File: config.mk
export PLATFORM = sky130hd
export DESIGN_NAME = basic_upcount_timer_core
export DESIGN_NICKNAME = d
export VERILOG_FILES = /design/src/rtl/core/bt_pkg.sv /design/src/rtl/core/basic_upcount_timer_core.sv /design/src/rtl/core/bt_fifo.sv /design/src/rtl/core/bt_front.sv /design/src/rtl/core/bt_back.sv
export VERILOG_INCLUDE_DIRS = /design/src /design/src/rtl/core
export SDC_FILE = /design/constraint.sdc
export NUM_CORES = 1
export LEC_CHECK = 0
export BUFFER_PORTS_ARGS = -buffer_cell sky130_fd_sc_hd__buf_2
export CAP_MARGIN = 10
export CORE_MARGIN = 2
export CORE_UTILIZATION = 35
export CTS_BUF_LIST = sky130_fd_sc_hd__clkbuf_16
export CTS_CLUSTER_SIZE = 12
export DETAILED_ROUTE_END_ITERATION = 8
export HOLD_SLACK_MARGIN = 0.06
export PLACE_DENSITY = 0.51
export SYNTH_ARGS = -nofsm -noshare
export SYNTH_HDL_FRONTEND = slang
export SYNTH_SLANG_ARGS = --single-unit
File: constraint.sdc
create_clock -name i_clk -period 8.61 [get_ports i_clk]
set_input_delay 0.861 -clock i_clk [delete_from_list [all_inputs] [get_ports i_clk]]
set_output_delay 0.861 -clock i_clk [all_outputs]
set_load 0.01 [all_outputs]
File: src/rtl/core/basic_upcount_timer_core_assert.svh
// assertion macros for the basic up-count timer core
// used by the execution stage; no other dependencies
`ifndef BASIC_UPCOUNT_TIMER_CORE_ASSERT_SVH
`define BASIC_UPCOUNT_TIMER_CORE_ASSERT_SVH

// same-cycle implication, checked out of reset
`define BT_ASSERT_NOW(lbl, clk, rst_n, ante, cons, msg) \
    lbl: assert property (@(posedge clk) disable iff (!rst_n) (ante) |-> (cons)) \
        else $error(msg);

// next-cycle implication, checked out of reset
`define BT_ASSERT_NEXT(lbl, clk, rst_n, ante, cons, msg) \
    lbl: assert property (@(posedge clk) disable iff (!rst_n) (ante) |=> (cons)) \
        else $error(msg);

`endif

File: src/rtl/core/bt_pkg.sv
// shared types and constants of the basic up-count timer core
// no dependencies; imported by every module of the block
package bt_pkg;

    // default counter width and queue depth
    localparam int DEF_COUNT_WIDTH = 16;
    localparam int QUEUE_DEPTH     = 2;

    // operation codes on the input beat
    localparam logic [1:0] OP_TICK  = 2'd0;
    localparam logic [1:0] OP_READ  = 2'd1;
    localparam logic [1:0] OP_WRITE = 2'd2;

    // register byte offsets
    localparam logic [5:0] OFS_CR1  = 6'd0;
    localparam logic [5:0] OFS_CR2  = 6'd4;
    localparam logic [5:0] OFS_DIER = 6'd12;
    localparam logic [5:0] OFS_SR   = 6'd16;
    localparam logic [5:0] OFS_EGR  = 6'd20;
    localparam logic [5:0] OFS_CNT  = 6'd36;
    localparam logic [5:0] OFS_PSC  = 6'd40;
    localparam logic [5:0] OFS_ARR  = 6'd44;

    // cr1 bit positions and writable mask
    localparam int B_CEN   = 0;
    localparam int B_UDIS  = 1;
    localparam int B_URS   = 2;
    localparam int B_OPM   = 3;
    localparam int B_ARPE  = 7;
    localparam int B_REMAP = 11;
    localparam logic [11:0] CR1_WMASK = 12'h88F;

    // master mode codes
    localparam logic [2:0] MMS_RESET  = 3'd0;
    localparam logic [2:0] MMS_ENABLE = 3'd1;
    localparam logic [2:0] MMS_UPDATE = 3'd2;

    // decoded operation kind
    typedef enum logic [1:0] {
        KIND_TICK,
        KIND_READ,
        KIND_WRITE,
        KIND_NOP
    } t_kind;

    // decoded register select
    typedef enum logic [3:0] {
        REG_CR1,
        REG_CR2,
        REG_DIER,
        REG_SR,
        REG_EGR,
        REG_CNT,
        REG_PSC,
        REG_ARR,
        REG_NONE
    } t_reg;

    // classified command handed from front to back
    typedef struct packed {
        t_kind       kind;
        t_reg        regsel;
        logic [15:0] data;
    } t_cmd;

    // one result beat
    typedef struct packed {
        logic [31:0] read_data;
        logic        update_event;
        logic        interrupt_line;
        logic        trigger_out;
    } t_result;

endpackage

File: src/rtl/core/basic_upcount_timer_core.sv
// Basic up-count timer with prescaler and auto-reload.
// Input channel: push/full queue; each beat is a counter tick, a register
// read, a register write or a no-op (i_operation, i_reg_offset,
// i_write_data). A beat is taken at a clock edge with push high and full low.
// Result channel: empty/pop queue; every input beat yields exactly one
// result beat (read data, update event, interrupt line, trigger out), in
// order. The oldest result sits on the o_ ports while empty is low and is
// taken at an edge with pop high and empty low.
// A beat in the command queue is executed once it heads that queue and the
// result queue has room; its result is registered into the result queue.
// Throughput: one beat per cycle when the result queue has room, set by the
// register-updating execute stage; two-entry queues sit before and after it.
// Receiver stall: results collect in the output queue, then commands in the
// input queue; full rises once both are full, and nothing is dropped.
// Reset (i_rst_n low, synchronous): queues empty, timer registers at their
// reset values, auto-reload values all ones.
module basic_upcount_timer_core import bt_pkg::*; #(
    parameter int COUNT_WIDTH = DEF_COUNT_WIDTH
) (
    input  logic        i_clk,
    input  logic        i_rst_n,
    input  logic        push,
    output logic        full,
    input  logic [1:0]  i_operation,
    input  logic [5:0]  i_reg_offset,
    input  logic [15:0] i_write_data,
    output logic        empty,
    input  logic        pop,
    output logic [31:0] o_read_data,
    output logic        o_update_event,
    output logic        o_interrupt_line,
    output logic        o_trigger_out
);
    logic                       w_cmd_valid;
    t_cmd                       w_cmd;
    logic                       w_cmd_pop;
    logic                       w_res_valid;
    t_result                    w_res;
    logic                       w_resq_full;
    logic [$bits(t_result)-1:0] w_res_out;
    t_result                    w_res_head;

    // decode and command queue
    bt_front u_front (
        .i_clk        (i_clk),
        .i_rst_n      (i_rst_n),
        .i_push       (push),
        .i_operation  (i_operation),
        .i_reg_offset (i_reg_offset),
        .i_write_data (i_write_data),
        .o_full       (full),
        .o_cmd_valid  (w_cmd_valid),
        .o_cmd        (w_cmd),
        .i_cmd_pop    (w_cmd_pop)
    );

    // timer execution
    bt_back #(
        .COUNT_WIDTH (COUNT_WIDTH)
    ) u_back (
        .i_clk       (i_clk),
        .i_rst_n     (i_rst_n),
        .i_cmd_valid (w_cmd_valid),
        .i_cmd       (w_cmd),
        .o_cmd_pop   (w_cmd_pop),
        .i_res_ready (!w_resq_full),
        .o_res_valid (w_res_valid),
        .o_res       (w_res)
    );

    // result queue
    bt_fifo #(
        .WIDTH ($bits(t_result)),
        .DEPTH (QUEUE_DEPTH)
    ) u_resq (
        .i_clk   (i_clk),
        .i_rst_n (i_rst_n),
        .i_push  (w_res_valid),
        .i_data  (w_res),
        .o_full  (w_resq_full),
        .i_pop   (pop),
        .o_data  (w_res_out),
        .o_empty (empty)
    );

    // result ports
    assign w_res_head       = t_result'(w_res_out);
    assign o_read_data      = w_res_head.read_data;
    assign o_update_event   = w_res_head.update_event;
    assign o_interrupt_line = w_res_head.interrupt_line;
    assign o_trigger_out    = w_res_head.trigger_out;

endmodule

File: src/rtl/core/bt_fifo.sv
// small first-in first-out queue of packed words
// uses bt_pkg for the default depth
module bt_fifo import bt_pkg::*; #(
    parameter int WIDTH = 8,
    parameter int DEPTH = QUEUE_DEPTH
) (
    input  logic             i_clk,
    input  logic             i_rst_n,
    input  logic             i_push,
    input  logic [WIDTH-1:0] i_data,
    output logic             o_full,
    input  logic             i_pop,
    output logic [WIDTH-1:0] o_data,
    output logic             o_empty
);
    localparam int PW = $clog2(DEPTH);
    localparam int CW = $clog2(DEPTH + 1);
    localparam logic [PW-1:0] LAST = PW'(DEPTH - 1);

    logic [WIDTH-1:0] r_mem [DEPTH];
    logic [PW-1:0]    r_wptr;
    logic [PW-1:0]    r_rptr;
    logic [CW-1:0]    r_count;
    logic             w_push_ok;
    logic             w_pop_ok;

    // handshake qualification
    assign o_full    = (r_count == CW'(DEPTH));
    assign o_empty   = (r_count == '0);
    assign w_push_ok = i_push && !o_full;
    assign w_pop_ok  = i_pop && !o_empty;
    assign o_data    = r_mem[r_rptr];

    // storage write
    always_ff @(posedge i_clk) begin
        if (w_push_ok) begin
            r_mem[r_wptr] <= i_data;
        end
    end

    // pointers and fill count
    always_ff @(posedge i_clk) begin
        if (!i_rst_n) begin
            r_wptr  <= '0;
            r_rptr  <= '0;
            r_count <= '0;
        end else begin
            if (w_push_ok) begin
                r_wptr <= (r_wptr == LAST) ? '0 : r_wptr + 1'b1;
            end
            if (w_pop_ok) begin
                r_rptr <= (r_rptr == LAST) ? '0 : r_rptr + 1'b1;
            end
            if (w_push_ok && !w_pop_ok) begin
                r_count <= r_count + 1'b1;
            end else if (!w_push_ok && w_pop_ok) begin
                r_count <= r_count - 1'b1;
            end
        end
    end

endmodule

File: src/rtl/core/bt_front.sv
// front end: classifies input beats and queues them for execution
// uses bt_pkg types and bt_fifo
module bt_front import bt_pkg::*; (
    input  logic        i_clk,
    input  logic        i_rst_n,
    input  logic        i_push,
    input  logic [1:0]  i_operation,
    input  logic [5:0]  i_reg_offset,
    input  logic [15:0] i_write_data,
    output logic        o_full,
    output logic        o_cmd_valid,
    output t_cmd        o_cmd,
    input  logic        i_cmd_pop
);
    t_cmd                    w_cmd;
    logic [$bits(t_cmd)-1:0] w_cmd_out;
    logic                    w_empty;

    // operation and register decode
    always_comb begin
        w_cmd.data = i_write_data;
        unique case (i_operation)
            OP_TICK:  w_cmd.kind = KIND_TICK;
            OP_READ:  w_cmd.kind = KIND_READ;
            OP_WRITE: w_cmd.kind = KIND_WRITE;
            default:  w_cmd.kind = KIND_NOP;
        endcase
        unique case (i_reg_offset)
            OFS_CR1:  w_cmd.regsel = REG_CR1;
            OFS_CR2:  w_cmd.regsel = REG_CR2;
            OFS_DIER: w_cmd.regsel = REG_DIER;
            OFS_SR:   w_cmd.regsel = REG_SR;
            OFS_EGR:  w_cmd.regsel = REG_EGR;
            OFS_CNT:  w_cmd.regsel = REG_CNT;
            OFS_PSC:  w_cmd.regsel = REG_PSC;
            OFS_ARR:  w_cmd.regsel = REG_ARR;
            default:  w_cmd.regsel = REG_NONE;
        endcase
    end

    // command queue toward the execution stage
    bt_fifo #(
        .WIDTH ($bits(t_cmd)),
        .DEPTH (QUEUE_DEPTH)
    ) u_cmdq (
        .i_clk   (i_clk),
        .i_rst_n (i_rst_n),
        .i_push  (i_push),
        .i_data  (w_cmd),
        .o_full  (o_full),
        .i_pop   (i_cmd_pop),
        .o_data  (w_cmd_out),
        .o_empty (w_empty)
    );

    assign o_cmd       = t_cmd'(w_cmd_out);
    assign o_cmd_valid = !w_empty;

endmodule

File: src/rtl/core/bt_back.sv
// back end: timer registers, counting and update logic, one command a cycle while the result queue has room
// uses bt_pkg types and the assertion macro header
`include "basic_upcount_timer_core_assert.svh"

module bt_back import bt_pkg::*; #(
    parameter int COUNT_WIDTH = DEF_COUNT_WIDTH
) (
    input  logic    i_clk,
    input  logic    i_rst_n,
    input  logic    i_cmd_valid,
    input  t_cmd    i_cmd,
    output logic    o_cmd_pop,
    input  logic    i_res_ready,
    output logic    o_res_valid,
    output t_result o_res
);
    logic [11:0]            r_ctrl, n_ctrl;
    logic [2:0]             r_mms, n_mms;
    logic                   r_uie, n_uie;
    logic                   r_uif, n_uif;
    logic [COUNT_WIDTH-1:0] r_cnt, n_cnt;
    logic [15:0]            r_psc_cnt, n_psc_cnt;
    logic [15:0]            r_psc_pre, n_psc_pre;
    logic [15:0]            r_psc_sh, n_psc_sh;
    logic [COUNT_WIDTH-1:0] r_arr_pre, n_arr_pre;
    logic [COUNT_WIDTH-1:0] r_arr_sh, n_arr_sh;

    logic        w_fire;
    logic        w_upd;
    logic        w_set_flag;
    logic        w_ug;
    logic        w_trig;
    logic [31:0] w_rd;
    logic        w_ug_write;

    // one command executes when a result slot is free
    assign w_fire      = i_cmd_valid && i_res_ready;
    assign o_cmd_pop   = w_fire;
    assign o_res_valid = w_fire;

    // next state of the timer for the command at the head of the queue
    always_comb begin
        n_ctrl     = r_ctrl;
        n_mms      = r_mms;
        n_uie      = r_uie;
        n_uif      = r_uif;
        n_cnt      = r_cnt;
        n_psc_cnt  = r_psc_cnt;
        n_psc_pre  = r_psc_pre;
        n_psc_sh   = r_psc_sh;
        n_arr_pre  = r_arr_pre;
        n_arr_sh   = r_arr_sh;
        w_upd      = 1'b0;
        w_set_flag = 1'b0;
        w_ug       = 1'b0;
        w_rd       = '0;
        unique case (i_cmd.kind)
            KIND_TICK: begin
                if (r_ctrl[B_CEN]) begin
                    if (r_psc_cnt >= r_psc_sh) begin
                        n_psc_cnt = '0;
                        if (r_cnt == r_arr_sh) begin
                            n_cnt      = '0;
                            w_upd      = !r_ctrl[B_UDIS];
                            w_set_flag = 1'b1;
                        end else begin
                            n_cnt = r_cnt + 1'b1;
                        end
                    end else begin
                        n_psc_cnt = r_psc_cnt + 16'd1;
                    end
                end
            end
            KIND_READ: begin
                unique case (i_cmd.regsel)
                    REG_CR1:  w_rd = 32'(r_ctrl);
                    REG_CR2:  w_rd = 32'({r_mms, 4'b0000});
                    REG_DIER: w_rd = 32'(r_uie);
                    REG_SR:   w_rd = 32'(r_uif);
                    REG_CNT: begin
                        w_rd     = 32'(r_cnt);
                        w_rd[31] = r_ctrl[B_REMAP] && r_uif;
                    end
                    REG_PSC:  w_rd = 32'(r_psc_pre);
                    REG_ARR:  w_rd = 32'(r_arr_pre);
                    default:  w_rd = '0;
                endcase
            end
            KIND_WRITE: begin
                unique case (i_cmd.regsel)
                    REG_CR1:  n_ctrl = i_cmd.data[11:0] & CR1_WMASK;
                    REG_CR2:  n_mms  = i_cmd.data[6:4];
                    REG_DIER: n_uie  = i_cmd.data[0];
                    REG_SR: begin
                        if (!i_cmd.data[0]) begin
                            n_uif = 1'b0;
                        end
                    end
                    REG_EGR: begin
                        if (i_cmd.data[0]) begin
                            w_ug       = 1'b1;
                            n_cnt      = '0;
                            n_psc_cnt  = '0;
                            w_upd      = !r_ctrl[B_UDIS];
                            w_set_flag = !r_ctrl[B_URS];
                        end
                    end
                    REG_CNT:  n_cnt     = COUNT_WIDTH'(i_cmd.data);
                    REG_PSC:  n_psc_pre = i_cmd.data;
                    REG_ARR: begin
                        n_arr_pre = COUNT_WIDTH'(i_cmd.data);
                        if (!r_ctrl[B_ARPE]) begin
                            n_arr_sh = COUNT_WIDTH'(i_cmd.data);
                        end
                    end
                    default: ;
                endcase
            end
            default: ;
        endcase

        // update event: flag, shadow loads, one-pulse stop
        if (w_upd) begin
            if (w_set_flag) begin
                n_uif = 1'b1;
            end
            n_psc_sh = r_psc_pre;
            if (r_ctrl[B_ARPE]) begin
                n_arr_sh = r_arr_pre;
            end
            if (r_ctrl[B_OPM]) begin
                n_ctrl[B_CEN] = 1'b0;
            end
        end

        // master trigger selection
        unique case (n_mms)
            MMS_RESET:  w_trig = w_ug;
            MMS_ENABLE: w_trig = n_ctrl[B_CEN];
            MMS_UPDATE: w_trig = w_upd;
            default:    w_trig = 1'b0;
        endcase
    end

    // result beat
    assign o_res.read_data      = w_rd;
    assign o_res.update_event   = w_upd;
    assign o_res.interrupt_line = n_uif && n_uie;
    assign o_res.trigger_out    = w_trig;

    // timer state
    always_ff @(posedge i_clk) begin
        if (!i_rst_n) begin
            r_ctrl    <= '0;
            r_mms     <= '0;
            r_uie     <= 1'b0;
            r_uif     <= 1'b0;
            r_cnt     <= '0;
            r_psc_cnt <= '0;
            r_psc_pre <= '0;
            r_psc_sh  <= '0;
            r_arr_pre <= '1;
            r_arr_sh  <= '1;
        end else if (w_fire) begin
            r_ctrl    <= n_ctrl;
            r_mms     <= n_mms;
            r_uie     <= n_uie;
            r_uif     <= n_uif;
            r_cnt     <= n_cnt;
            r_psc_cnt <= n_psc_cnt;
            r_psc_pre <= n_psc_pre;
            r_psc_sh  <= n_psc_sh;
            r_arr_pre <= n_arr_pre;
            r_arr_sh  <= n_arr_sh;
        end
    end

    // checks
    assign w_ug_write = w_fire && (i_cmd.kind == KIND_WRITE)
                        && (i_cmd.regsel == REG_EGR) && i_cmd.data[0];

    `BT_ASSERT_NEXT(a_ug_reinit, i_clk, i_rst_n, w_ug_write, (r_cnt == '0) && (r_psc_cnt == '0), "ug did not clear counters")
    `BT_ASSERT_NEXT(a_opm_stop, i_clk, i_rst_n, w_fire && w_upd && r_ctrl[B_OPM], !r_ctrl[B_CEN], "one-pulse update left counter enabled")
    `BT_ASSERT_NEXT(a_idle_tick, i_clk, i_rst_n, w_fire && (i_cmd.kind == KIND_TICK) && !r_ctrl[B_CEN], $stable(r_cnt) && $stable(r_psc_cnt), "disabled tick moved a counter")

endmodule
# ---- Word level (Yosys, flattened, before mapping)
# Memories as Yosys holds them, arrays and structs flattened. A register that Yosys moved wholly into a read port is not among the register bits.
# Cells that the tools add are included.
dict set report word_totals {
  latch_bits 0
  register_bits 115
  in_bits 28
  word_cells 160
  mem_bits_ro 0
  mem_count 2
  ram_bits 114
  out_inout_bits 37
}
# memory depth width rd rd_ports_with_merged_regs write_ports line
set mem_list {}
lappend mem_list {u_resq.r_mem 2 35 1 1 1 bt_fifo.sv:20} ;# logic [WIDTH-1:0] r_mem [DEPTH];
lappend mem_list {u_front.u_cmdq.r_mem 2 22 1 1 1 bt_fifo.sv:20}
dict set report classes {
  magnitude_cmp 1
  n_shift 0
  div_mod_pow 0
  n_eq_ne 29
  n_addsub 10
  n_reduce_logical 37
  n_mul 0
  bitwise_logic 0
  muxes 64
}
# op n
set op_table {}
lappend op_table {{one-hot mux 32 bit (7 select lines)} 1}
lappend op_table {{two-way mux 16 bit} 12}
lappend op_table {{one-hot mux 16 bit (2 select lines)} 3}
lappend op_table {{two-way mux 1 bit} 36}
lappend op_table {{adder 16 x 1 -> 16 bit, second input constant} 2}
lappend op_table {{two-way mux 32 bit} 1}
lappend op_table {{one-hot mux 4 bit (8 select lines)} 1}
lappend op_table {{equality test 6 bit, second input constant} 3}
lappend op_table {{equality test 16 bit} 1}
lappend op_table {{equality test 4 x 3 -> 1 bit, second input constant} 4}
lappend op_table {{greater-or-equal comparator 16 bit} 1}
lappend op_table {{equality test 6 x 5 -> 1 bit, second input constant} 2}
lappend op_table {{logical AND 1 bit} 11}
lappend op_table {{logical NOT 1 bit} 10}
lappend op_table {{AND reduction 3 bit} 3}
lappend op_table {{equality test 2 bit, second input constant} 4}
lappend op_table {{equality test 4 x 2 -> 1 bit, second input constant} 2}
lappend op_table {{logical NOT 2 bit} 4}
lappend op_table {{two-way mux 2 bit} 4}
lappend op_table {{equality test 6 x 3 -> 1 bit, second input constant} 1}
lappend op_table {{equality test 6 x 4 -> 1 bit, second input constant} 1}
lappend op_table {{logical NOT 6 bit} 1}
lappend op_table {{two-way mux 3 bit} 2}
lappend op_table {{inequality test 2 x 1 -> 1 bit, second input constant} 3}
lappend op_table {{other kinds (19)} 28}

# ---- Logic depth before layout (Yosys ltp)
# Gate-level depths: netlist of run 1.
dict set report depth {
  word_depth 8
  mapped_depth 11
  ltp_nobuf 8
}

# ---- Modules after synthesis
# Synthesis of run 1 repeated with hierarchy kept, for this count alone.
dict set report hier_totals {
  cells_unflattened 1064
  area_unflattened_um2 11174.5
}
# module area_per_inst_um2 seq_area_each_um2 n_inst cells_each
set by_module_without_submodules {}
lappend by_module_without_submodules {bt_back 6490.0 2142.1 1 817}
lappend by_module_without_submodules {{bt_fifo at u_resq} 2757.6 2202.1 1 134}
lappend by_module_without_submodules {{bt_fifo at u_front.u_cmdq} 1813.0 1421.4 1 93}
lappend by_module_without_submodules {bt_front 110.1 0.0 1 19}
lappend by_module_without_submodules {basic_upcount_timer_core 3.8 0.0 1 1}

# ---- Worst setup path after synthesis of run 1
# No wires, ideal clock.
dict set report synth_timing {
  path_type {register to register}
  from {reg u_back.r_psc_cnt[0]}
  to {reg u_back.r_arr_sh[0]}
  slack_ns 5.875
  required_time_ns 8.488
  t_arrival_ns 2.613
  setup_ns 0.122
  path_stages_with_launch 10
  synth_period_minus_slack_ns 2.735
  path_buffers 1
  path_cell_list {dfxtp_1 -> inv_1 -> ha_1 -> nand2b_1 -> a2111o_1 -> a32oi_1 -> a211oi_1 -> o211a_1 -> clkbuf_1 -> a221o_1}
}
dict set report synth_between {
  elab_chain_cells 5
}
# element line
set synth_rtl {}
lappend synth_rtl {{from (decl)} bt_back.sv:22} ;# logic [15:0] r_psc_cnt, n_psc_cnt;
lappend synth_rtl {{from (signal assigned)} bt_back.sv:170} ;# r_psc_cnt <= n_psc_cnt;
lappend synth_rtl {{greater-or-equal comparator 16 bit} bt_back.sv:60} ;# if (r_psc_cnt >= r_psc_sh) begin
lappend synth_rtl {{two-way mux 1 bit} bt_back.sv:60}
lappend synth_rtl {{two-way mux 1 bit} bt_back.sv:59} ;# if (r_ctrl[B_CEN]) begin
lappend synth_rtl {{one-hot mux 1 bit (2 select lines)} bt_back.sv:57} ;# unique case (i_cmd.kind)
lappend synth_rtl {{two-way mux 16 bit} bt_back.sv:123} ;# if (w_upd) begin
lappend synth_rtl {{to (signal assigned)} bt_back.sv:174} ;# r_arr_sh <= n_arr_sh;
lappend synth_rtl {{to (decl)} bt_back.sv:26} ;# logic [COUNT_WIDTH-1:0] r_arr_sh, n_arr_sh;
# Every way passes these cells.
# A chain may end at the register's enable or synchronous reset.

==> run_results.csv, run 1 <==
group,metric,value,unit
route,drtIter0Drc,641,
final_layout,regArea,0.00486,mm²
placed_design,dp.cells,1304,
synth,postSynthAreaPerCell,9.99,µm²
placed_design,dpl.hpwl,17500,µm
cts,cts_hold_buf,0,
timing,rsz0062_at_grt,"false",
status,status,"completed",
floorplanning,core,0.0270,mm²
final_layout,multi_input_area,0.00435,mm²
synth,netlist_instances,964,
cts,clkTransAtPathRegs,0.06,ns
timing,tightest_slew,1.15,ns
synth,yosys_most_used_dff,"dfxtp_1",
global_route,grt_pass1_vias,7090,
critical_path,cp.required,9.07,ns
timing,finClkSkew,0.0130,ns
critical_path,cp_max_fo,33,
final_layout,stdcell_count,1348,
floorplanning,io_pins,65,
synth,ys_types,70,
critical_path,slowest_stage,"a22oi_2",
timing,relSlewSlack,0.234,
critical_path,worstPathArrival,3.98,ns
timing,finalHoldViolations,0,
cts,clockBufferDepth,3,
route,routedWlPerCell,19.1,µm
floorplanning,die_area,0.0289,mm²
route,vias,7436,
synth,synth_common_cells,"dfxtp_1, nand2_1, edfxtp_1, nor2_1, a21oi_1",
power,peakVddDrop,0.000165,V
synth,synth_edf_count,84,
synth,yosys.area.top_type_share,0.262,
timing,fin_crit_sh,0.409,
floorplanning,die_y,170,µm
critical_path,cp-start-kind,"register",
synth,ys_ff_latch,201,
final_layout,syn_to_final_growth,12.6,%
power,p_leak,3.83,nW
route,viasPerCell,5.52,
synth,synth.most_common_cell,"dfxtp_1",
global_route,grt_max_degree,66,
cts,cts_max_level,1,
cts,cts_num_sinks,201,
synth,ys_async_sr_fraction,0,
global_route,antenna_found_initial,0,
final_layout,diodes,0,
route,drc_errors,0,
synth,synth_top_cell_by_area,"edfxtp_1",
critical_path,slowest_delay,0.93,ns
min_path,worstHoldStart,"u_back.r_psc_sh[2]",
placed_design,place.gp.congestion,0.820,
cts,post_cts_buffers,0,
critical_path,critPathKind,"reg -> reg",
timing,min_period,3.52,ns
final_layout,drive_gt1_frac,0.143,
cts,cts_made_buffers,24,
timing,max_freq,284,MHz
route,totalWireLength,25700,µm
synth,synth.yosys.warnings,0,
route,drt_pass1_iterations,5,
timing,final-setup-viol-count,0,
job,cap_violations,0,
global_route,grt_pass1_wl,40400,µm
cts,cts_resized,0,
synth,synth_seq_area_share,0.505,
power,power_density,252,mW/mm²
global_route,grt.overflow.total,0,
final_layout,fill_cells,2652,
critical_path,critPathCaptureType,"register",
floorplanning,die_x,170,µm
timing,tns,0,ns
cts,clock_latency,0.51,ns
synth,syn-cell-area,0.00963,mm²
placed_design,port_buffers,49,
floorplanning,rows,60,
critical_path,path_cells,"buf_4 -> or3b_2 -> a22oi_2 -> nand2_1 -> o22a_1 -> a21oi_1 -> o221a_2",
synth,yosys-top-cells-area,"edfxtp_1, dfxtp_1, a21oi_1",
min_path,hold_path.class,"reg -> reg",
global_route,grt_usage,0.178,
route,drtAntennaViolNets,0,
final_layout,fin_nets,1037,
cts,cts_tree,"done",
timing,slew_viol_final,0,
cts,cts-root-buf,"clkbuf_16",
floorplanning,initial_core_util,0.356,
flip-flops by register name, summed over array words and instances (netlist names), named ones only:
register and flops:
u_front.u_cmdq.r_mem 44, u_resq.r_mem 40, u_back.r_arr_pre 16, u_back.r_arr_sh 16, u_back.r_cnt 16, u_back.r_psc_cnt 16, u_back.r_psc_pre 16, u_back.r_psc_sh 16
u_back.r_ctrl 6, u_back.r_mms 3, u_front.u_cmdq.r_count 2, u_resq.r_count 2, u_back.r_uie 1, u_back.r_uif 1, u_front.u_cmdq.r_rptr 1, u_front.u_cmdq.r_wptr 1
u_resq.r_rptr 1, u_resq.r_wptr 1
final timing paths:
path / slack (ns) / endpoint / cells after the start
setup / recovery: 5.09 / u_back.r_cnt[14] / 7
hold reg to reg: 0.47 / u_back.r_psc_sh[2] / 2
hold / removal: 0.47 / u_back.r_psc_sh[2] / 2
setup reg to reg: 5.09 / u_back.r_cnt[14] / 7
cells by family (layout without fill, tap and decap cells):
| group | count (synthesis) | in the layout | share of synthesized area |
|---|---|---|---|
| compound gates | 252 | 252 | 0.186 |
| xor+xnor | 37 | 37 | 0.0336 |
| fa+ha+maj | 20 | 20 | 0.0260 |
| buf+inv | 106 | 135 | 0.0508 |
| flops | 201 | 201 | 0.505 |
| mux | 46 | 46 | 0.0509 |
| other cells | 1 | 15 | 0.000389 |
| simple gates | 301 | 301 | 0.148 |
report_power, final:
group          internal, mW  switching [mW]
sequential             1.13          0.0542
clock                 0.554           0.393
combinational         0.213           0.389
worst max-delay path, delay by kind of cell, from the launching register on:
family                 cells  cell delay [ns]
DFF                        1             0.29
and+or+nand+nor            2             1.27
buffers and inverters      1             0.25
AOI/OAI and AO/OA          4             1.63
cells in the final DEF (no fill, tap or decap), drive strengths merged, types with 6 or more instances in the layout:
cell | Yosys | routed
a221oi | 8 | 8
edfxtp | 84 | 84
nor3 | 18 | 18
a211oi | 20 | 20
o22ai | 6 | 6
o211ai | 33 | 33
o32a | 7 | 7
clkinv | 0 | 12
or3 | 6 | 6
nand2 | 86 | 86
and3 | 11 | 11
buf | 28 | 65
or2 | 7 | 7
mux2 | 24 | 24
nor4 | 7 | 7
o32ai | 9 | 9
nand3 | 38 | 38
o21ai | 35 | 35
clkbuf | 52 | 25
and2 | 8 | 8
dfxtp | 117 | 117
nand4 | 13 | 13
xor2 | 34 | 34
conb | 1 | 15
a22oi | 7 | 7
ha | 20 | 20
a221o | 17 | 17
a21oi | 67 | 67
mux2i | 22 | 22
inv | 26 | 31
nor2 | 84 | 84
layer usage:
metal  vias to the layer above  GRT usage  routed length [µm]
li1                       3618          -                   -
met1                      3550      0.263               12400
met2                       231      0.271               11000
met3                        37     0.0279                1620
met4                         0     0.0476                 654
met5                         -          0                   0
final cells by class:
type                       instances  area share
sequential                       201       0.449
multi-input combinational        671       0.401
clock buffer                      25      0.0577
tap                              341      0.0393
timing repair buffer              65      0.0337
clock inverter                    19      0.0106
inverter                          26     0.00900
stage by stage:
stage | total power [mW] | instance area (µm²) | hold slack, ns | setup slack [ns] | utilization
finish | 2.73 | 10800 | 0.466 | 5.09 | 0.401
global route | 2.86 | 10800 | 0.499 | 4.69 | 0.401
detailed placement | 1.81 | 10100 | 0.460 | 5.07 | 0.374
CTS | 2.76 | 10800 | 0.468 | 5.06 | 0.401
floorplan | 1.60 | 9690 | 0.448 | 5.88 | -
global placement | 1.81 | 10100 | 0.460 | 5.12 | 0.374
(Power assumes the default switching activity.)
==> run 2, diff against run 1 <==
- PLACE_DENSITY: 0.51 -> 0.53
- clock period: 8.61 -> 3.2 ns (I/O delays scaled with it)
==> run_results.csv, run 2 (synthesis results as in run 1) <==
group,metric,value,unit
critical_path,startpoint,"u_back.r_psc_cnt[13]",
timing,relSlewSlack,0.396,
final_layout,drive_gt1_frac,0.168,
power,intPower,5.30,mW
power,clockPowerShare,0.352,
timing,min_period,2.96,ns
global_route,antenna_found_initial,0,
global_route,grt_max_degree,51,
power,comb_power_share,0.229,
cts,cts_made_buffers,23,
power,power_density,672,mW/mm²
global_route,grt_usage,0.185,
critical_path,r2r_start,"u_back.r_psc_cnt[13]",
timing,tightest_slew,0.905,ns
route,viasPerCell,5.48,
floorplanning,die_x,170,µm
cts,clockBufferDepth,3,
power,p_leak,4.10,nW
route,totalWireLength,26700,µm
power,p_sw,2.29,mW
critical_path,worstPathArrival,3.25,ns
final_layout,largest_reg_flops,44,
critical_path,cp.required,3.49,ns
route,drtIter0Drc,783,
critical_path,cp-start-kind,"register",
route,drtAntennaViolNets,0,
min_path,worstHoldStart,"i_reg_offset[0]",
min_path,hold_path.class,"in -> reg",
timing,max_freq,338,MHz
route,routedWlPerCell,19.1,µm
global_route,grt.overflow.total,0,
critical_path,cp_max_fo,15,
final_layout,regMostFlops,"u_front.u_cmdq.r_mem",
timing,finalHoldViolations,0,
cts,cts-root-buf,"clkbuf_16",
placed_design,dpl.hpwl,18600,µm
timing,rsz0062_at_grt,"false",
cts,cts_max_level,1,
placed_design,place_ws,0.0581,ns
placed_design,place.gp.congestion,0.888,
floorplanning,die_y,170,µm
final_layout,reg_top3,"u_front.u_cmdq.r_mem x44, u_resq.r_mem x40",
timing,layout_setup_ws,0.242,ns
global_route,grt_pass1_wl,41600,µm
floorplanning,initial_core_util,0.356,
floorplanning,core,0.0270,mm²
final_layout,final_cell_mix,"dfxtp_1, nand2_1, edfxtp_1",
final_layout,final_core_util,0.418,
critical_path,critPathCaptureType,"register",
timing,finClkSkew,0.0103,ns
status,status,"completed",
floorplanning,die_area,0.0289,mm²
global_route,grt_pass1_vias,7176,
route,drc_errors,0,
cts,cts_num_sinks,201,
route,drt_pass1_iterations,5,
power,peakVddDrop,0.000362,V
cts,cts_tree,"done",
route,vias,7652,
critical_path,critPathKind,"reg -> reg",
job,cap_violations,0,
placed_design,port_buffers,49,
power,switching_share,0.302,
final_layout,fin_nets,1087,
final_layout,final_common_cell,"dfxtp_1",
cts,clkTransAtPathRegs,0.06,ns
floorplanning,io_pins,65,
timing,fin_crit_sh,0.924,
final_layout,syn_to_final_growth,17.2,%
final_layout,fill_cells,2636,
final_layout,diodes,0,
timing,final-setup-viol-count,0,
power,sequentialPowerShare,0.419,
cts,clock_latency,0.52,ns
timing,tns,0,ns
floorplanning,rows,60,
timing,slew_viol_final,0,
## run 2: power by group through the flow
stage          Sequential, mW  Combinational [mW]  Clock (mW)
2_1_floorplan            3.17                1.12           0
3_3_place_gp             3.23                1.72           0
3_5_place_dp             3.24                1.71           0
4_1_cts                  3.18                1.74        2.74
5_1_grt                  3.21                1.89        2.85
6_report                 3.18                1.73        2.67
## run 2: cell type report
type / instances / area (µm²) / area share
flip-flops and latches: 201 / 4860 / 0.431
multi-input cells: 671 / 4350 / 0.385
repair buffers: 116 / 793 / 0.0702
clock buffers: 23 / 576 / 0.0510
well taps: 341 / 427 / 0.0378
clock inverters: 19 / 186 / 0.0165
inverters: 26 / 97.6 / 0.00864
## run 2: critical path: stages (launching register included)
cell and delay [ns]:
dfxtp_1 0.35, ha_1 0.33, nand4_1 0.14, nor4_1 0.52
a32oi_1 0.29, a211oi_2 0.35, buf_4 0.26, o21ai_0 0.16
a21oi_1 0.35
## run 2: path summary, 6_finish.rpt
check,endpoint,slack [ns],cells after the start
setup reg to reg,u_resq.r_mem[0][1],0.24,8
hold reg to reg,u_back.r_psc_sh[1],0.47,2
hold / removal,u_front.u_cmdq.r_mem[1][16],0.14,2
setup / recovery,u_resq.r_mem[0][1],0.24,8
## run 2: per-stage QoR
stage / instances / area [µm²] / hold WS (ns) / power [mW]
4_1_cts: 1397 / 11300 / 0.127 / 7.66
3_5_place_dp: 1337 / 10300 / 0.459 / 4.95
2_1_floorplan: 978 / 9690 / 0.419 / 4.29
6_report: 1397 / 11300 / 0.137 / 7.59
3_3_place_gp: 1337 / 10300 / 0.456 / 4.94
5_1_grt: 1397 / 11300 / 0.157 / 7.94
## run 2: timing repair
| action | 4_1_cts | 5_1_grt |
|---|---|---|
| hold endpoints to repair | 36 | 0 |
| setup buffers | 0 | 0 |
| gates resized for setup | 0 | 2 |
| endpoints found under the setup margin | 0 | 28 |
| hold buffers | 18 | 0 |
## run 2: layer usage
metal / vias up / track usage / part of all wire
li1: 3717 / - / -
met1: 3621 / 0.274 / 0.49
met2: 283 / 0.275 / 0.42
met3: 29 / 0.0370 / 0.074
met4: 2 / 0.0435 / 0.018
met5: - / 0.0139 / 0.0018
